$ cat config.mk
export PLATFORM = sky130hd
export DESIGN_NAME = nmea_sentence_log_filter_top_flat
export DESIGN_NICKNAME = d
export VERILOG_FILES = /design/src/nslf_pkg.sv /design/src/nslf_rx_if.sv /design/src/nslf_result_if.sv /design/src/nslf_cfg_if.sv /design/src/nslf_line_track.sv /design/src/nmea_sentence_log_filter_top.sv /design/src/flat_wrapper.sv
export SDC_FILE = /design/constraint.sdc
export NUM_CORES = 1
export LEC_CHECK = 0
export ABC_AREA = 1
export BUFFER_PORTS_ARGS = -buffer_cell sky130_fd_sc_hd__buf_4
export CAP_MARGIN = 20
export CELL_PAD_IN_SITES_DETAIL_PLACEMENT = 0
export CELL_PAD_IN_SITES_GLOBAL_PLACEMENT = 2
export CORE_ASPECT_RATIO = 0.7
export CORE_UTILIZATION = 38
export DETAILED_ROUTE_END_ITERATION = 12
export GPL_ROUTABILITY_DRIVEN = 0
export PLACE_DENSITY = 0.8
export SYNTH_ARGS = -nofsm -noshare
export SYNTH_HDL_FRONTEND = slang
export SYNTH_SLANG_ARGS = --single-unit
export TNS_END_PERCENT = 20
$ cat constraint.sdc
create_clock -name clk -period 5.95 [get_ports clk]
set_input_delay 0.2975 -clock clk [delete_from_list [all_inputs] [get_ports clk]]
set_output_delay 0.2975 -clock clk [all_outputs]
set_load 0.05 [all_outputs]
$ cat src/nslf_pkg.sv
// nslf_pkg: types, character codes and header table for the sentence log filter
// no dependencies; used by nslf_result_if, nslf_cfg_if, nslf_line_track and the top level
package nslf_pkg;

	localparam int CFG_INDEX_W = 3;
	localparam int CFG_DATA_W  = 10;
	localparam int COL_W       = 5;
	localparam int SYNC_W      = 10;
	localparam int LEN_W       = 10;
	localparam int UTC_W       = 7;

	// register indexes on the configuration port
	localparam logic [CFG_INDEX_W-1:0] REG_RMC_STATUS_COL = 3'd0;
	localparam logic [CFG_INDEX_W-1:0] REG_GGA_FIX_COL    = 3'd1;
	localparam logic [CFG_INDEX_W-1:0] REG_RMC_TIME_COL   = 3'd2;
	localparam logic [CFG_INDEX_W-1:0] REG_RMC_DATE_COL   = 3'd3;
	localparam logic [CFG_INDEX_W-1:0] REG_SYNC_PERIOD    = 3'd4;

	// register values after reset
	localparam logic [COL_W-1:0]  RST_RMC_STATUS_COL = 5'd2;
	localparam logic [COL_W-1:0]  RST_GGA_FIX_COL    = 5'd6;
	localparam logic [COL_W-1:0]  RST_RMC_TIME_COL   = 5'd1;
	localparam logic [COL_W-1:0]  RST_RMC_DATE_COL   = 5'd9;
	localparam logic [SYNC_W-1:0] RST_SYNC_PERIOD    = 10'd90;

	// character codes
	localparam logic [7:0] CH_NUL    = 8'h00;
	localparam logic [7:0] CH_NL     = 8'h0A;
	localparam logic [7:0] CH_SPACE  = 8'h20;
	localparam logic [7:0] CH_DOLLAR = 8'h24;
	localparam logic [7:0] CH_COMMA  = 8'h2C;
	localparam logic [7:0] CH_ZERO   = 8'h30;
	localparam logic [7:0] CH_NINE   = 8'h39;
	localparam logic [7:0] CH_A      = 8'h41;

	// sentence kind codes
	localparam logic [1:0] KIND_OTHER = 2'd0;
	localparam logic [1:0] KIND_RMC   = 2'd1;
	localparam logic [1:0] KIND_GGA   = 2'd2;

	// verdict codes
	localparam logic [1:0] VERDICT_DROP  = 2'd0;
	localparam logic [1:0] VERDICT_LOG   = 2'd1;
	localparam logic [1:0] VERDICT_ENTER = 2'd2;

	localparam int NUM_HDR = 6;
	localparam int HDR_LEN = 6;

	// first three entries are rmc headers, last three gga headers
	localparam logic [0:NUM_HDR-1][8*HDR_LEN-1:0] HDR_TAB = '{
		"$GPRMC", "$GQRMC", "$GNRMC", "$GPGGA", "$GQGGA", "$GNGGA"
	};

	typedef struct packed {
		logic [COL_W-1:0] rmc_status_col;
		logic [COL_W-1:0] gga_fix_col;
		logic [COL_W-1:0] rmc_time_col;
		logic [COL_W-1:0] rmc_date_col;
	} col_cfg_t;

	// summary of a line finished by the byte in the input register
	typedef struct packed {
		logic                         done;
		logic [LEN_W-1:0]             length;
		logic                         is_rmc;
		logic                         is_gga;
		logic                         status_a;
		logic                         fix_good;
		logic [5:0][UTC_W-1:0]        utc;
	} line_sum_t;

	function automatic logic [7:0] hdr_char(input logic [2:0] k, input logic [2:0] p);
		logic [7:0] ch;
		ch = 8'h00;
		if (k < 3'(NUM_HDR) && p < 3'(HDR_LEN)) begin
			ch = HDR_TAB[k][8*HDR_LEN-1 - 8*p -: 8];
		end
		return ch;
	endfunction

endpackage

$ cat src/nslf_rx_if.sv
// nslf_rx_if: valid/ready channel carrying one received byte
// depends on nothing
interface nslf_rx_if;
	logic       valid;
	logic       ready;
	logic [7:0] rx_byte;

	modport source(output valid, output rx_byte, input ready);
	modport sink(input valid, input rx_byte, output ready);
endinterface

$ cat src/nslf_result_if.sv
// nslf_result_if: valid/ready channel carrying one line result
// depends on nslf_pkg for field widths
interface nslf_result_if;
	logic                           valid;
	logic                           ready;
	logic [nslf_pkg::LEN_W-1:0]     line_length;
	logic [1:0]                     sentence_kind;
	logic [1:0]                     verdict;
	logic                           sync_pulse;
	logic [nslf_pkg::UTC_W-1:0]     utc_hour;
	logic [nslf_pkg::UTC_W-1:0]     utc_minute;
	logic [nslf_pkg::UTC_W-1:0]     utc_second;
	logic [nslf_pkg::UTC_W-1:0]     utc_day;
	logic [nslf_pkg::UTC_W-1:0]     utc_month;
	logic [nslf_pkg::UTC_W-1:0]     utc_year;

	modport source(output valid, output line_length, output sentence_kind, output verdict,
		output sync_pulse, output utc_hour, output utc_minute, output utc_second,
		output utc_day, output utc_month, output utc_year, input ready);
	modport sink(input valid, input line_length, input sentence_kind, input verdict,
		input sync_pulse, input utc_hour, input utc_minute, input utc_second,
		input utc_day, input utc_month, input utc_year, output ready);
endinterface

$ cat src/nslf_cfg_if.sv
// nslf_cfg_if: register write channel, index and data with valid/ready
// depends on nslf_pkg for field widths
interface nslf_cfg_if;
	logic                               valid;
	logic                               ready;
	logic [nslf_pkg::CFG_INDEX_W-1:0]   index;
	logic [nslf_pkg::CFG_DATA_W-1:0]    data;

	modport source(output valid, output index, output data, input ready);
	modport sink(input valid, input index, input data, output ready);
endinterface

$ cat src/nslf_line_track.sv
// nslf_line_track: per-line state (header match, column search, time/date digits)
// depends on nslf_pkg; instantiated by nmea_sentence_log_filter_top
module nslf_line_track #(
	parameter int LINE_DEPTH = 1024
) (
	input  logic                 clk,
	input  logic                 arst_n,
	input  logic                 en,
	input  logic [7:0]           rx_byte,
	input  nslf_pkg::col_cfg_t   cols,
	output nslf_pkg::line_sum_t  sum
);

	localparam int CW = $clog2(LINE_DEPTH + 1);
	localparam int LW = (CW > nslf_pkg::LEN_W) ? CW : nslf_pkg::LEN_W;

	logic                 in_line_q;
	logic [CW-1:0]        cnt_q;
	logic [4:0]           comma_q;
	logic                 cut_q;
	logic                 prev_comma_q;
	logic [5:0]           hdr_q;
	logic [7:0]           status_char_q;
	logic [7:0]           fix_char_q;
	logic                 status_ok_q;
	logic                 fix_ok_q;
	logic [11:0][3:0]     digit_q;
	logic [11:0]          dok_q;
	logic [2:0]           tleft_q;
	logic [2:0]           dleft_q;

	logic                 take;
	logic                 start;
	logic [CW-1:0]        cur_cnt;
	logic [4:0]           cur_comma;
	logic                 cur_cut;
	logic                 cur_prev;
	logic [5:0]           cur_hdr;
	logic [7:0]           cur_sc;
	logic [7:0]           cur_fc;
	logic                 cur_sok;
	logic                 cur_fok;
	logic [11:0][3:0]     cur_dig;
	logic [11:0]          cur_dok;
	logic [2:0]           cur_tl;
	logic [2:0]           cur_dl;

	logic                 first;
	logic [2:0]           tl;
	logic [2:0]           dl;
	logic [3:0]           tslot;
	logic [3:0]           dslot;
	logic                 is_digit;

	logic                 n_in_line;
	logic [CW-1:0]        n_cnt;
	logic [4:0]           n_comma;
	logic                 n_cut;
	logic                 n_prev;
	logic [5:0]           n_hdr;
	logic [7:0]           n_sc;
	logic [7:0]           n_fc;
	logic                 n_sok;
	logic                 n_fok;
	logic [11:0][3:0]     n_dig;
	logic [11:0]          n_dok;
	logic [2:0]           n_tl;
	logic [2:0]           n_dl;
	logic                 full;
	logic [LW-1:0]        cnt_w;
	logic [7:0]           pair;

	function automatic logic at_col(input logic [4:0] col, input logic cut,
		input logic [4:0] cc, input logic prev, input logic at_first);
		logic hit;
		hit = 1'b0;
		if (!cut && cc == col) begin
			hit = (col == 5'd0) ? at_first : prev;
		end
		return hit;
	endfunction

	// a dollar outside a line opens a fresh one
	assign take  = (rx_byte != nslf_pkg::CH_NUL) &&
		(in_line_q || rx_byte == nslf_pkg::CH_DOLLAR);
	assign start = !in_line_q;

	always_comb begin
		if (start) begin
			cur_cnt   = '0;
			cur_comma = '0;
			cur_cut   = 1'b0;
			cur_prev  = 1'b0;
			cur_hdr   = '1;
			cur_sc    = '0;
			cur_fc    = '0;
			cur_sok   = 1'b0;
			cur_fok   = 1'b0;
			cur_dig   = '0;
			cur_dok   = '0;
			cur_tl    = '0;
			cur_dl    = '0;
		end else begin
			cur_cnt   = cnt_q;
			cur_comma = comma_q;
			cur_cut   = cut_q;
			cur_prev  = prev_comma_q;
			cur_hdr   = hdr_q;
			cur_sc    = status_char_q;
			cur_fc    = fix_char_q;
			cur_sok   = status_ok_q;
			cur_fok   = fix_ok_q;
			cur_dig   = digit_q;
			cur_dok   = dok_q;
			cur_tl    = tleft_q;
			cur_dl    = dleft_q;
		end
	end

	always_comb begin
		first    = (cur_cnt == '0);
		is_digit = (rx_byte >= nslf_pkg::CH_ZERO) && (rx_byte <= nslf_pkg::CH_NINE);

		// header compare over the first six bytes
		n_hdr = cur_hdr;
		if (cur_cnt < CW'(nslf_pkg::HDR_LEN)) begin
			for (int k = 0; k < nslf_pkg::NUM_HDR; k++) begin
				if (rx_byte != nslf_pkg::hdr_char(3'(k), cur_cnt[2:0])) begin
					n_hdr[k] = 1'b0;
				end
			end
		end

		// time and date capture windows of six bytes each
		tl = at_col(cols.rmc_time_col, cur_cut, cur_comma, cur_prev, first) ? 3'd6 : cur_tl;
		dl = at_col(cols.rmc_date_col, cur_cut, cur_comma, cur_prev, first) ? 3'd6 : cur_dl;
		tslot = 4'd6 - {1'b0, tl};
		dslot = 4'd12 - {1'b0, dl};
		n_dig = cur_dig;
		n_dok = cur_dok;
		for (int s = 0; s < 12; s++) begin
			if ((tl != 3'd0 && tslot == 4'(s)) || (dl != 3'd0 && dslot == 4'(s))) begin
				n_dig[s] = rx_byte[3:0];
				if (is_digit) begin
					n_dok[s] = 1'b1;
				end
			end
		end
		n_tl = (tl != 3'd0) ? tl - 3'd1 : 3'd0;
		n_dl = (dl != 3'd0) ? dl - 3'd1 : 3'd0;

		n_sc  = cur_sc;
		n_sok = cur_sok;
		if (at_col(cols.rmc_status_col, cur_cut, cur_comma, cur_prev, first)) begin
			n_sc  = rx_byte;
			n_sok = 1'b1;
		end
		n_fc  = cur_fc;
		n_fok = cur_fok;
		if (at_col(cols.gga_fix_col, cur_cut, cur_comma, cur_prev, first)) begin
			n_fc  = rx_byte;
			n_fok = 1'b1;
		end

		// comma counting stops at the first control or space byte
		n_comma = cur_comma;
		n_cut   = cur_cut;
		n_prev  = 1'b0;
		if (!cur_cut) begin
			if (rx_byte <= nslf_pkg::CH_SPACE) begin
				n_cut = 1'b1;
			end else if (rx_byte == nslf_pkg::CH_COMMA && cur_comma != 5'd31) begin
				n_comma = cur_comma + 5'd1;
				n_prev  = 1'b1;
			end
		end

		n_cnt = cur_cnt + CW'(1);
		full  = (n_cnt >= CW'(LINE_DEPTH));
		n_in_line = take ? (!full && rx_byte != nslf_pkg::CH_NL) : in_line_q;

		cnt_w = LW'(n_cnt);
		sum.done     = take && !full && (rx_byte == nslf_pkg::CH_NL);
		sum.length   = (cnt_w > LW'(1023)) ? 10'd1023 : cnt_w[nslf_pkg::LEN_W-1:0];
		sum.is_rmc   = |n_hdr[2:0];
		sum.is_gga   = |n_hdr[5:3];
		sum.status_a = n_sok && (n_sc == nslf_pkg::CH_A);
		sum.fix_good = n_fok && (n_fc != nslf_pkg::CH_ZERO);
		for (int j = 0; j < 6; j++) begin
			pair = ({4'd0, n_dig[2*j]} << 3) + ({4'd0, n_dig[2*j]} << 1) +
				{4'd0, n_dig[2*j+1]};
			sum.utc[j] = (sum.is_rmc && n_dok[2*j] && n_dok[2*j+1]) ?
				pair[nslf_pkg::UTC_W-1:0] : '0;
		end
	end

	always_ff @(posedge clk or negedge arst_n) begin
		if (!arst_n) begin
			in_line_q    <= 1'b0;
			cnt_q        <= '0;
			comma_q      <= '0;
			cut_q        <= 1'b0;
			prev_comma_q <= 1'b0;
			hdr_q        <= '1;
			status_ok_q  <= 1'b0;
			fix_ok_q     <= 1'b0;
			dok_q        <= '0;
			tleft_q      <= '0;
			dleft_q      <= '0;
		end else if (en && take) begin
			in_line_q    <= n_in_line;
			cnt_q        <= n_cnt;
			comma_q      <= n_comma;
			cut_q        <= n_cut;
			prev_comma_q <= n_prev;
			hdr_q        <= n_hdr;
			status_ok_q  <= n_sok;
			fix_ok_q     <= n_fok;
			dok_q        <= n_dok;
			tleft_q      <= n_tl;
			dleft_q      <= n_dl;
		end
	end

	always_ff @(posedge clk) begin
		if (en && take) begin
			status_char_q <= n_sc;
			fix_char_q    <= n_fc;
			digit_q       <= n_dig;
		end
	end

endmodule

$ cat src/nmea_sentence_log_filter_top.sv
// nmea_sentence_log_filter_top: byte-stream sentence filter with log/sync decisions
// depends on nslf_pkg, nslf_rx_if, nslf_result_if, nslf_cfg_if and nslf_line_track
// a newline is held in the input byte register; its result is then captured in the free result register
// throughput: one byte per cycle; the byte register advances whenever the result
// register is free or the byte finishes no line, so only a held result stalls input
// reset: asynchronous, active low; clears line search, standby mode, sync count and
// restores the register defaults; the configuration port is always ready
module nmea_sentence_log_filter_top #(
	parameter int LINE_DEPTH = 1024
) (
	input logic              clk,
	input logic              arst_n,
	nslf_rx_if.sink          rx,
	nslf_result_if.source    result,
	nslf_cfg_if.sink         cfg
);

	// configuration registers
	nslf_pkg::col_cfg_t                 cols_q;
	logic [nslf_pkg::SYNC_W-1:0]        sync_period_q;

	// input byte register
	logic                               rx_valid_s1;
	logic [7:0]                         rx_byte_s1;

	// mode and sync counter
	logic                               logging_q;
	logic [nslf_pkg::SYNC_W-1:0]        sync_count_q;

	// result register
	logic                               res_valid_q;
	logic [nslf_pkg::LEN_W-1:0]         len_q;
	logic [1:0]                         kind_q;
	logic [1:0]                         verdict_q;
	logic                               pulse_q;
	logic [5:0][nslf_pkg::UTC_W-1:0]    utc_q;

	nslf_pkg::line_sum_t                sum;
	logic                               line_done;
	logic                               advance;
	logic [1:0]                         kind;
	logic [1:0]                         verdict;
	logic                               pulse;

	nslf_line_track #(
		.LINE_DEPTH(LINE_DEPTH)
	) u_line_track (
		.clk    (clk),
		.arst_n (arst_n),
		.en     (advance),
		.rx_byte(rx_byte_s1),
		.cols   (cols_q),
		.sum    (sum)
	);

	// a finished line needs a free result slot, anything else moves on at once
	assign line_done = rx_valid_s1 && sum.done;
	assign advance   = rx_valid_s1 && (!sum.done || !res_valid_q || result.ready);
	assign rx.ready  = !rx_valid_s1 || advance;
	assign cfg.ready = 1'b1;

	// sentence kind, rmc wins over gga
	always_comb begin
		if (sum.is_rmc) begin
			kind = nslf_pkg::KIND_RMC;
		end else if (sum.is_gga) begin
			kind = nslf_pkg::KIND_GGA;
		end else begin
			kind = nslf_pkg::KIND_OTHER;
		end
	end

	// verdict: standby waits for a valid rmc, logging keeps good rmc and gga lines
	always_comb begin
		verdict = nslf_pkg::VERDICT_DROP;
		if (!logging_q) begin
			if (sum.is_rmc && sum.status_a) begin
				verdict = nslf_pkg::VERDICT_ENTER;
			end
		end else if (sum.is_gga) begin
			if (sum.fix_good) begin
				verdict = nslf_pkg::VERDICT_LOG;
			end
		end else if (sum.is_rmc) begin
			if (sum.status_a) begin
				verdict = nslf_pkg::VERDICT_LOG;
			end
		end
	end

	// sync pulse once every period+1 lines, only while logging
	assign pulse = logging_q && (sync_count_q >= sync_period_q);

	// configuration writes; indexes past the list are ignored
	always_ff @(posedge clk or negedge arst_n) begin
		if (!arst_n) begin
			cols_q.rmc_status_col <= nslf_pkg::RST_RMC_STATUS_COL;
			cols_q.gga_fix_col    <= nslf_pkg::RST_GGA_FIX_COL;
			cols_q.rmc_time_col   <= nslf_pkg::RST_RMC_TIME_COL;
			cols_q.rmc_date_col   <= nslf_pkg::RST_RMC_DATE_COL;
			sync_period_q         <= nslf_pkg::RST_SYNC_PERIOD;
		end else if (cfg.valid) begin
			case (cfg.index)
				nslf_pkg::REG_RMC_STATUS_COL: begin
					cols_q.rmc_status_col <= cfg.data[nslf_pkg::COL_W-1:0];
				end
				nslf_pkg::REG_GGA_FIX_COL: begin
					cols_q.gga_fix_col <= cfg.data[nslf_pkg::COL_W-1:0];
				end
				nslf_pkg::REG_RMC_TIME_COL: begin
					cols_q.rmc_time_col <= cfg.data[nslf_pkg::COL_W-1:0];
				end
				nslf_pkg::REG_RMC_DATE_COL: begin
					cols_q.rmc_date_col <= cfg.data[nslf_pkg::COL_W-1:0];
				end
				nslf_pkg::REG_SYNC_PERIOD: begin
					sync_period_q <= cfg.data[nslf_pkg::SYNC_W-1:0];
				end
				default: begin
				end
			endcase
		end
	end

	// input byte register
	always_ff @(posedge clk or negedge arst_n) begin
		if (!arst_n) begin
			rx_valid_s1 <= 1'b0;
		end else if (rx.ready) begin
			rx_valid_s1 <= rx.valid;
		end
	end

	always_ff @(posedge clk) begin
		if (rx.valid && rx.ready) begin
			rx_byte_s1 <= rx.rx_byte;
		end
	end

	// logging mode is left only by reset
	always_ff @(posedge clk or negedge arst_n) begin
		if (!arst_n) begin
			logging_q    <= 1'b0;
			sync_count_q <= '0;
		end else if (advance && line_done) begin
			if (!logging_q) begin
				if (verdict == nslf_pkg::VERDICT_ENTER) begin
					logging_q <= 1'b1;
				end
			end else if (pulse) begin
				sync_count_q <= '0;
			end else begin
				sync_count_q <= sync_count_q + 10'd1;
			end
		end
	end

	// result register
	always_ff @(posedge clk or negedge arst_n) begin
		if (!arst_n) begin
			res_valid_q <= 1'b0;
		end else if (advance && line_done) begin
			res_valid_q <= 1'b1;
		end else if (result.ready) begin
			res_valid_q <= 1'b0;
		end
	end

	always_ff @(posedge clk) begin
		if (advance && line_done) begin
			len_q     <= sum.length;
			kind_q    <= kind;
			verdict_q <= verdict;
			pulse_q   <= pulse;
			utc_q     <= sum.utc;
		end
	end

	assign result.valid         = res_valid_q;
	assign result.line_length   = len_q;
	assign result.sentence_kind = kind_q;
	assign result.verdict       = verdict_q;
	assign result.sync_pulse    = pulse_q;
	assign result.utc_hour      = utc_q[0];
	assign result.utc_minute    = utc_q[1];
	assign result.utc_second    = utc_q[2];
	assign result.utc_day       = utc_q[3];
	assign result.utc_month     = utc_q[4];
	assign result.utc_year      = utc_q[5];

endmodule
$ cat src/flat_wrapper.sv
// flat-port wrapper written by rule: the top's interface ports become plain ports
module nmea_sentence_log_filter_top_flat 
#(
	parameter int LINE_DEPTH = 1024
)
  (clk, arst_n, rx_valid, rx_rx_byte, rx_ready, result_valid, result_line_length, result_sentence_kind, result_verdict, result_sync_pulse, result_utc_hour, result_utc_minute, result_utc_second, result_utc_day, result_utc_month, result_utc_year, result_ready, cfg_valid, cfg_index, cfg_data, cfg_ready);
  nslf_rx_if rx_i ();
  nslf_result_if result_i ();
  nslf_cfg_if cfg_i ();
  input logic clk;
  input logic arst_n;
  input wire logic [$bits(rx_i.valid)-1:0] rx_valid;
  input wire logic [$bits(rx_i.rx_byte)-1:0] rx_rx_byte;
  output wire logic [$bits(rx_i.ready)-1:0] rx_ready;
  output wire logic [$bits(result_i.valid)-1:0] result_valid;
  output wire logic [$bits(result_i.line_length)-1:0] result_line_length;
  output wire logic [$bits(result_i.sentence_kind)-1:0] result_sentence_kind;
  output wire logic [$bits(result_i.verdict)-1:0] result_verdict;
  output wire logic [$bits(result_i.sync_pulse)-1:0] result_sync_pulse;
  output wire logic [$bits(result_i.utc_hour)-1:0] result_utc_hour;
  output wire logic [$bits(result_i.utc_minute)-1:0] result_utc_minute;
  output wire logic [$bits(result_i.utc_second)-1:0] result_utc_second;
  output wire logic [$bits(result_i.utc_day)-1:0] result_utc_day;
  output wire logic [$bits(result_i.utc_month)-1:0] result_utc_month;
  output wire logic [$bits(result_i.utc_year)-1:0] result_utc_year;
  input wire logic [$bits(result_i.ready)-1:0] result_ready;
  input wire logic [$bits(cfg_i.valid)-1:0] cfg_valid;
  input wire logic [$bits(cfg_i.index)-1:0] cfg_index;
  input wire logic [$bits(cfg_i.data)-1:0] cfg_data;
  output wire logic [$bits(cfg_i.ready)-1:0] cfg_ready;
  assign rx_i.valid = rx_valid;
  assign rx_i.rx_byte = rx_rx_byte;
  assign rx_ready = rx_i.ready;
  assign result_valid = result_i.valid;
  assign result_line_length = result_i.line_length;
  assign result_sentence_kind = result_i.sentence_kind;
  assign result_verdict = result_i.verdict;
  assign result_sync_pulse = result_i.sync_pulse;
  assign result_utc_hour = result_i.utc_hour;
  assign result_utc_minute = result_i.utc_minute;
  assign result_utc_second = result_i.utc_second;
  assign result_utc_day = result_i.utc_day;
  assign result_utc_month = result_i.utc_month;
  assign result_utc_year = result_i.utc_year;
  assign result_i.ready = result_ready;
  assign cfg_i.valid = cfg_valid;
  assign cfg_i.index = cfg_index;
  assign cfg_i.data = cfg_data;
  assign cfg_ready = cfg_i.ready;
  nmea_sentence_log_filter_top #(.LINE_DEPTH(LINE_DEPTH)) u_core (.clk(clk), .arst_n(arst_n), .rx(rx_i), .result(result_i), .cfg(cfg_i));
endmodule
==> results of run 1 <==
==> metrics by stage <==
step                worst slack [ns]  utilization
finish                         0.826        0.453
detailed placement             0.807        0.423
floorplan                       1.40            -
global route                   0.292        0.453
CTS                            0.816        0.453
global placement               0.937        0.423
==> state kept, by name (all words and copies together) (netlist names), 8 cells and up <==
name and cells:
u_core.u_line_track.cnt_q 11, u_core.sync_period_q 10, u_core.result.line_length 10, u_core.u_line_track.status_char_q 8, u_core.cols_q 20, u_core.sync_count_q 10
u_core.u_line_track.digit_q 48, u_core.u_line_track.fix_char_q 8, u_core.u_line_track.dok_q 12, u_core.rx_byte_s1 8
==> worst paths after layout <==
check | start | endpoint | slack (ns)
setup / recovery | u_core.u_line_track.in_line_q | u_core.result.utc_year[6] | 0.83
hold / removal | cfg_data[7] | u_core.sync_period_q[7] | 0.02
setup reg to reg | u_core.u_line_track.in_line_q | u_core.result.utc_year[6] | 0.83
hold reg to reg | u_core.sync_period_q[2] | u_core.sync_period_q[2] | 0.48
max in group asynchronous | arst_n | u_core.u_line_track.hdr_q[1] | 4.53
min in group asynchronous | arst_n | u_core.cols_q[15] | 0.35
==> cells in the final DEF, fill, tap and decap left out, drive strengths merged, types with 16 or more instances in the layout <==
cell type / count
dfrtp: 72
nand4: 22
nand2: 342
a21oi: 34
nor2: 124
nand3: 121
ha: 75
clkbuf: 35
edfxtp: 129
xor2: 40
buf: 94
o21ai: 140
dfstp: 16
inv: 219
==> cells in the mapped netlist, types with 4 or more instances <==
master,count,area [um2]
xor2_1,40,350
nand4_1,21,131
nor4_1,7,43.8
nand2_1,315,1180
o21ai_0,109,546
o22ai_1,12,75.1
inv_1,198,743
nor2_1,108,405
fa_1,8,160
nand3_1,111,556
xnor2_1,4,35.0
or2_2,6,37.5
edfxtp_1,129,3870
buf_2,17,85.1
nand2_4,5,56.3
nand3b_1,7,52.6
nor2_4,6,67.6
o21ai_2,10,87.6
dfstp_2,16,420
a21oi_1,30,150
clkbuf_1,12,45.0
o21ai_1,21,105
dfrtp_1,72,1800
inv_2,20,75.1
nor3_1,9,45.0
nand2_2,22,138
nor2_2,10,62.6
nand3_2,7,70.1
ha_1,75,938
o31ai_1,6,45.0
==> power by group through the flow <==
stage | Clock [W] | Combinational [W] | Sequential [W]
global route | 0.00175 | 0.00273 | 0.00214
finish | 0.00165 | 0.00234 | 0.00211
CTS | 0.00169 | 0.00236 | 0.00210
floorplan | 0 | 0.00184 | 0.00205
detailed placement | 0 | 0.00234 | 0.00213
global placement | 0 | 0.00232 | 0.00213
==> metal layers <==
layer  wire length (um)  track usage  vias up
met3               1380       0.0297       36
met2              12600        0.269      192
li1                   -            -     4995
met4                578       0.0362        0
met5                  0            0        -
met1              17600        0.317     4540
==> area by class of cell <==
type,count,area [um2],area share
flip-flops and latches,217,6100,0.413
multi-input cells,978,5620,0.380
repair buffers,107,836,0.0565
inverters,221,830,0.0561
clock buffers,35,747,0.0505
well taps,427,534,0.0361
clock inverters,9,124,0.00838
==> critical path, stage by stage, from the launching register on <==
cell and delay (ns):
dfrtp_4 0.63, nand2_2 0.22, ha_1 0.17, nand2_1 0.05, nor2_1 0.12, nand3_2 0.21, nand2_2 0.14, nand3_4 0.12
nand3_1 0.17, ha_1 0.20, inv_1 0.05, ha_1 0.35, inv_1 0.11, a21oi_4 0.21, nand2_1 0.21, nand3_1 0.11
o21ai_0 0.19, fa_1 0.63, inv_1 0.07, fa_1 0.46, o21ai_0 0.17, a21oi_1 0.08, inv_1 0.06, xor2_1 0.06
nand2_1 0.07, inv_1 0.03
==> kinds of logic (layout without fill, tap and decap cells) <==
group                      after synthesis  after routing  share of synthesized area
and+or+nand+nor                        643            643                      0.232
AOI/OAI and AO/OA                      207            207                     0.0923
adders and majority gates               83             83                     0.0863
buffers and inverters                  258            372                     0.0801
DFF                                    217            217                      0.479
xor gates and xnor gates                44             44                     0.0303
other                                    1              1                   0.000295
==> repair_timing <==
item                                    4_1_cts  5_1_grt
hold endpoints to repair                     54        0
hold buffers                                 13        0
endpoints found under the setup margin        0        0
==> results.json, run 1 <==
{
  "drive_gt1_frac": 0.156,
  "crit_path_end_kind": "flop",
  "clock_power_share": 0.270,
  "antenna_found_initial": 0,
  "r2r_cells": 25,
  "synthFlopType": "edfxtp_1",
  "grt_max_degree": 79,
  "syn_nets": 1562,
  "die_area_um2": 34300,
  "initial_core_util": 0.390,
  "ys_seq_area_frac": 0.479,
  "crit_fanout": 23,
  "syn_area_per_cell_um2": 8.76,
  "power.total_w": 0.00609,
  "cts_tree": "built",
  "cts_setup_buffers": 0,
  "ir_drop_v": 0.000194,
  "gr-total-overflow": 0,
  "final_cells": 1994,
  "syn_area_um2": 12700,
  "path_clk_slew_ns": 0.06,
  "swShare": 0.389,
  "nets": 1658,
  "cts_buffers": 24,
  "power_frac_comb": 0.384,
  "power_density_nw_per_um2": 412,
  "switching_power_w": 0.00237,
  "worstSetupPathType": "reg -> reg",
  "clockRootBuffer": "clkbuf_16",
  "cts_buffer_depth": 3,
  "max-cap-violations": 0,
  "num_vias": 9763,
  "finalMaxSlewViolations": 0,
  "arrival_ns": 5.43,
  "cts-htree-levels": 1,
  "clk_latency_ns": 0.54,
  "cts-resized-gates": 0,
  "min-delay-path-class": "in -> reg",
  "io_buffers": 84,
  "fin_skew_ns": 0.0126,
  "ant_nets": 0,
  "fillers": 3233,
  "hpwl_mm": 22.6,
  "grt_pass1_vias": 9261,
  "power.leakage_nw": 6.94,
  "critPathLaunchType": "flop",
  "status": "complete, but fails checks",
  "fin_crit_sh": 0.861,
  "required_ns": 6.25,
  "vias_per_cell": 4.90,
  "setup_tns_ns": 0,
  "drtPass1Iterations": 9,
  "violations": "DRC",
  "die_x_um": 221,
  "dr.first_iter.drc_count": 619,
  "pin_count": 86,
  "antenna-diode-count": 0,
  "slew_headroom": 0.301,
  "synthCells": 1453,
  "stdcell_area_um2": 14800,
  "hold_violations": 0,
  "rsz0062_at_grt": "no",
  "ys_seq_elements": 217,
  "syn2layout_area_growth_pct": 16.1,
  "tightest_slew_ns": 1.05,
  "wirelength_mm": 32.2,
  "worst_hold_slack_ns": 0.0196,
  "max_freq_ghz": 0.195,
  "core-area_um2": 32600,
  "routedWlPerCell_um": 16.1,
  "power_frac_seq": 0.345,
  "period_minus_slack_ns": 5.12,
  "async_flop_share": 0.406,
  "row_count": 55,
  "p_int_w": 0.00372,
  "die_y_um": 155,
  "clock-sinks": 217,
  "synth_cell_type_count": 54,
  "synth_edf_count": 129,
  "hold_depth": 3,
  "groute.usage.overall": 0.195,
  "drc": 5,
  "grt_pass1_wl_mm": 52.2,
  "setup_viol": 0,
  "post_dp_cell_area_um2": 13800,
  "ys_warn_count": 0,
  "dp.cells": 1937
}
Power figures use the tool's default switching activity.
==> run 2, diff against run 1 <==
- PLACE_DENSITY: 0.8 -> 0.88
==> results.json, run 2 (synthesis results as in run 1) <==
{
  "status": "complete, but fails checks",
  "violations": "DRC",
  "row_count": 55,
  "layout_setup_ws_ns": 0.597,
  "initial_core_util": 0.390,
  "die_area_um2": 34300,
  "crit_fanout": 23,
  "cts-htree-levels": 1,
  "mostFrequentLayoutCells": "nand2_1 (315), inv_1 (197), edfxtp_1 (129), nand3_1 (111), o21ai_0 (109)",
  "cts-resized-gates": 0,
  "groute.usage.overall": 0.191,
  "die_y_um": 155,
  "die_x_um": 221,
  "routedWlPerCell_um": 15.8,
  "ant_nets": 0,
  "cts_tree": "built",
  "syn2layout_area_growth_pct": 15.8,
  "power_density_nw_per_um2": 405,
  "slew_headroom": 0.304,
  "clockRootBuffer": "clkbuf_16",
  "grt_max_degree": 79,
  "drc": 6,
  "fin_crit_sh": 0.900,
  "num_vias": 9908,
  "critPathLaunchType": "flop",
  "grt_pass1_vias": 9547,
  "required_ns": 6.25,
  "path_clk_slew_ns": 0.06,
  "hold_violations": 0,
  "final_cells": 1998,
  "dr.first_iter.drc_count": 863,
  "cts_buffers": 25,
  "cp-endpoint": "u_core.result.utc_year[6]",
  "tightest_slew_ns": 1.04,
  "core-area_um2": 32600,
  "r2r_cells": 26,
  "drive_gt1_frac": 0.158,
  "io_buffers": 84,
  "fin_skew_ns": 0.0171,
  "pin_count": 86,
  "antenna_found_initial": 0,
  "wirelength_mm": 31.5,
  "gr-total-overflow": 0,
  "nets": 1661,
  "regToRegEndpoint": "u_core.result.utc_year[6]",
  "regMostFlops": "u_core.u_line_track.digit_q",
  "crit_path_end_kind": "flop",
  "clk_latency_ns": 0.54,
  "arrival_ns": 5.65,
  "clock-sinks": 217,
  "worst_hold_slack_ns": 0.0253,
  "ir_drop_v": 0.000219,
  "top_regs": "u_core.u_line_track.digit_q x48, u_core.cols_q x20, u_core.u_line_track.dok_q x12",
  "multi_input_area_um2": 5620,
  "vias_per_cell": 4.96,
  "seq_area_um2": 6100,
  "rsz0062_at_grt": "no",
  "cts_setup_buffers": 0,
  "power.leakage_nw": 6.93,
  "hpwl_mm": 22.2,
  "final_common_cell": "nand2_1",
  "worstSetupStartpoint": "u_core.u_line_track.in_line_q",
  "max-cap-violations": 0,
  "drtPass1Iterations": 9,
  "grt_pass1_wl_mm": 51.7,
  "setup_viol": 0,
  "antenna-diode-count": 0,
  "finalMaxSlewViolations": 0,
  "fillers": 3227,
  "min-delay-path-class": "in -> reg",
  "cts_buffer_depth": 3,
  "setup_tns_ns": 0,
  "max_freq_ghz": 0.187,
  "rrSetupSlack_ns": 0.60,
  "r2r_start": "u_core.u_line_track.in_line_q",
  "largest_register_ffs": 48,
  "pre_cts_ws_ns": 0.623,
  "worstSetupPathType": "reg -> reg",
  "period_minus_slack_ns": 5.35,
  "dp.cells": 1939
}
run 2: cell count changes in the layout (fill, tap and decap cells not counted), sizes merged:
cell    previous run  this run
clkinv             7        11
buf               94        96
bufinv             3         1
run 2: repair_timing:
| action | CTS | global route |
|---|---|---|
| endpoints found under the hold margin | 53 | 0 |
| hold buffers | 13 | 0 |
| endpoints found under the setup margin | 0 | 0 |
run 2: layout make-up:
cell class | count | area share
sequential | 217 | 0.414
inverter | 221 | 0.0563
clock inverter | 11 | 0.00577
multi-input combinational | 978 | 0.381
tap | 427 | 0.0362
timing repair buffer | 109 | 0.0586
clock buffer | 35 | 0.0485
run 2: layer usage:
metal | track usage | vias to the layer above | routed length (um)
met1 | 0.303 | 4679 | 17000
met2 | 0.272 | 182 | 12600
met3 | 0.0278 | 37 | 1350
li1 | - | 5010 | -
met4 | 0.0391 | 0 | 563
met5 | 0 | - | 0
run 2: critical path, cell delays in order, from the launching register on:
cell and delay, ns:
dfrtp_2 0.73, nand2_2 0.24, ha_1 0.26, nand2_1 0.06, nor2_1 0.05, nand3_2 0.17, nand2_2 0.09, nand3_4 0.11
nand2_1 0.11, inv_1 0.11, ha_1 0.18, inv_1 0.05, ha_1 0.35, inv_1 0.11, a21oi_4 0.22, nand2_1 0.23
nand3_1 0.12, o21ai_0 0.20, fa_1 0.63, inv_1 0.07, fa_1 0.48, o21ai_0 0.21, a21oi_1 0.09, inv_1 0.07
xor2_1 0.06, nand2_1 0.08, inv_1 0.04
run 2: how the worst min path moves through the flow:
| stage | cells past startpoint | startpoint | end | slack (ns) |
|---|---|---|---|---|
| floorplan | 0 | arst_n | u_core.cols_q[10] | 0.002 |
| global placement | 1 | arst_n | u_core.cols_q[8] | 0.40 |
| detailed placement | 1 | arst_n | u_core.cols_q[18] | 0.42 |
| CTS | 3 | cfg_data[9] | u_core.sync_period_q[9] | 0.001 |
| global route | 3 | cfg_data[9] | u_core.sync_period_q[9] | 0.03 |
| finish | 3 | cfg_data[9] | u_core.sync_period_q[9] | 0.03 |
run 2: where the power goes:
group          switching (W)  internal, W
sequential          0.000155      0.00195
clock               0.000645     0.000882
combinational        0.00156     0.000777
total                0.00236      0.00361
run 2: stage by stage:
| step | power, W | utilization | cell area, um2 |
|---|---|---|---|
| 2_1_floorplan | 0.00389 | - | 12700 |
| 3_3_place_gp | 0.00444 | 0.423 | 13800 |
| 3_5_place_dp | 0.00447 | 0.423 | 13800 |
| 4_1_cts | 0.00603 | 0.452 | 14700 |
| 5_1_grt | 0.00648 | 0.452 | 14700 |
| 6_report | 0.00597 | 0.452 | 14700 |
==> run 3, diff against run 2 <==
- CELL_PAD_IN_SITES_DETAIL_PLACEMENT: 0 -> 1
- CELL_PAD_IN_SITES_GLOBAL_PLACEMENT: 2 -> 1
- CORE_UTILIZATION: 38 -> 47
- PLACE_DENSITY: 0.88 -> 0.89
==> results.json, run 3 (synthesis results as in run 1) <==
{
  "die_y_um": 140,
  "dr.first_iter.drc_count": 787,
  "rrSetupSlack_ns": 0.49,
  "cp_common_cell": "inv_1",
  "core-area_um2": 26100,
  "arrival_ns": 5.74,
  "worstSetupStartpoint": "u_core.u_line_track.in_line_q",
  "clock_power_share": 0.242,
  "io_buffers": 84,
  "clk_latency_ns": 0.53,
  "power_density_nw_per_um2": 420,
  "die_area_um2": 27800,
  "final_cells": 1923,
  "finalMaxSlewViolations": 0,
  "fin_skew_ns": 0.0227,
  "p_int_w": 0.00361,
  "worst_hold_slack_ns": 0.0183,
  "grt_max_degree": 76,
  "worstSetupPathType": "reg -> reg",
  "min-delay-path-class": "in -> reg",
  "row_count": 49,
  "seq_area_um2": 6100,
  "grt_pass1_vias": 11381,
  "power_frac_seq": 0.345,
  "regMostFlops": "u_core.u_line_track.digit_q",
  "power_frac_comb": 0.413,
  "initial_core_util": 0.487,
  "final_common_cell": "nand2_1",
  "max_freq_ghz": 0.183,
  "groute.usage.overall": 0.273,
  "status": "finished, final reports clean",
  "cts-htree-levels": 1,
  "largest_register_ffs": 48,
  "cts_setup_buffers": 0,
  "drive_gt1_frac": 0.156,
  "wirelength_mm": 36.8,
  "num_vias": 10668,
  "gr-total-overflow": 0,
  "switching_power_w": 0.00253,
  "top_regs": "u_core.u_line_track.digit_q x48, u_core.cols_q x20, u_core.u_line_track.dok_q x12",
  "period_minus_slack_ns": 5.46,
  "r2r_cells": 25,
  "critPathLaunchType": "flop",
  "r2r_start": "u_core.u_line_track.in_line_q",
  "slew_headroom": 0.368,
  "antenna_found_initial": 0,
  "rsz0062_at_grt": "no",
  "antenna-diode-count": 0,
  "routedWlPerCell_um": 19.1,
  "hold_violations": 0,
  "slowest_delay_ns": 0.69,
  "crit_family": "adder cells",
  "setup_viol": 0,
  "swShare": 0.412,
  "multi_input_area_um2": 5620,
  "cts_tree": "built",
  "regToRegEndpoint": "u_core.result.utc_year[6]",
  "ir_drop_v": 0.000187,
  "crit_path_top_delay_cell": "fa_1",
  "syn2layout_area_growth_pct": 14.7,
  "drtPass1Iterations": 5,
  "cts_buffers": 24,
  "clockRootBuffer": "clkbuf_16",
  "nets": 1657,
  "crit_fanout": 24,
  "cp-endpoint": "u_core.result.utc_year[6]",
  "mostFrequentLayoutCells": "nand2_1 (315), inv_1 (197), edfxtp_1 (129), nand3_1 (111), o21ai_0 (109)",
  "hpwl_mm": 25.6,
  "fin_crit_sh": 0.917,
  "power.leakage_nw": 6.90,
  "vias_per_cell": 5.55,
  "path_depth": 25,
  "pin_count": 86,
  "crit_path_end_kind": "flop",
  "grt_pass1_wl_mm": 60.0,
  "max-cap-violations": 0,
  "drc": 0,
  "clock-sinks": 217,
  "die_x_um": 199,
  "path_clk_slew_ns": 0.06,
  "fillers": 3097,
  "required_ns": 6.23,
  "setup_tns_ns": 0,
  "tightest_slew_ns": 0.944,
  "cts_buffer_depth": 3,
  "worst-path-buf-inv": 5,
  "dp.cells": 1869,
  "ant_nets": 0
}
## run 3: worst min path at each step
| stage | from | endpoint | slack, ns | cells past startpoint |
|---|---|---|---|---|
| floorplan | arst_n | u_core.cols_q[10] | 0.002 | 0 |
| global placement | arst_n | u_core.sync_period_q[5] | 0.25 | 1 |
| detailed placement | arst_n | u_core.sync_period_q[5] | 0.26 | 1 |
| CTS | cfg_data[5] | u_core.sync_period_q[5] | 0.01 | 3 |
| global route | cfg_data[6] | u_core.sync_period_q[6] | 0.02 | 3 |
| finish | cfg_data[5] | u_core.sync_period_q[5] | 0.02 | 3 |
## run 3: layer usage
layer / global-route usage / wire [um] / vias up
met5: 0 / 0 / -
met4: 0.0676 / 839 / 0
met3: 0.0349 / 2070 / 64
met2: 0.460 / 17700 / 323
met1: 0.372 / 16200 / 5301
li1: - / - / 4980
## run 3: area by class of cell
class                           instances  area share
Clock buffer                           32      0.0453
Clock inverter                         12     0.00754
Inverter                              221      0.0568
Multi-Input combinational cell        978       0.385
Sequential cell                       217       0.418
Tap cell                              357      0.0306
Timing Repair Buffer                  106      0.0571
## run 3: through the flow
step	utilization	setup slack, ns	total power [W]	instance area, um2
global placement	0.525	0.929	0.00437	13700
CTS	0.559	0.447	0.00613	14600
detailed placement	0.525	0.493	0.00458	13700
global route	0.559	0.0833	0.00653	14600
finish	0.559	0.492	0.00614	14600
floorplan	-	1.40	0.00389	12700
## run 3: power by group through the flow
stage	Clock, W	Sequential (W)	Combinational [W]
final	0.00148	0.00212	0.00254
after global routing	0.00155	0.00214	0.00284
after CTS	0.00150	0.00211	0.00252
after detailed placement	0	0.00213	0.00245
after global placement	0	0.00212	0.00225
after floorplan	0	0.00205	0.00184
## run 3: worst reg2reg max path: cells and delay by family, from the launching register on
kind,cells,cell delay [ns]
xor gates and xnor gates,1,0.06
and+or+nand+nor,10,1.46
buffers and inverters,5,0.38
adders and majority gates,5,1.90
AOI/OAI and AO/OA,4,0.78
DFF,1,0.64
## run 3: timing repair
action	in CTS	in global routing
gates resized for setup	0	1
hold buffers	10	0
hold endpoints to repair	36	0
setup endpoints to repair	0	1
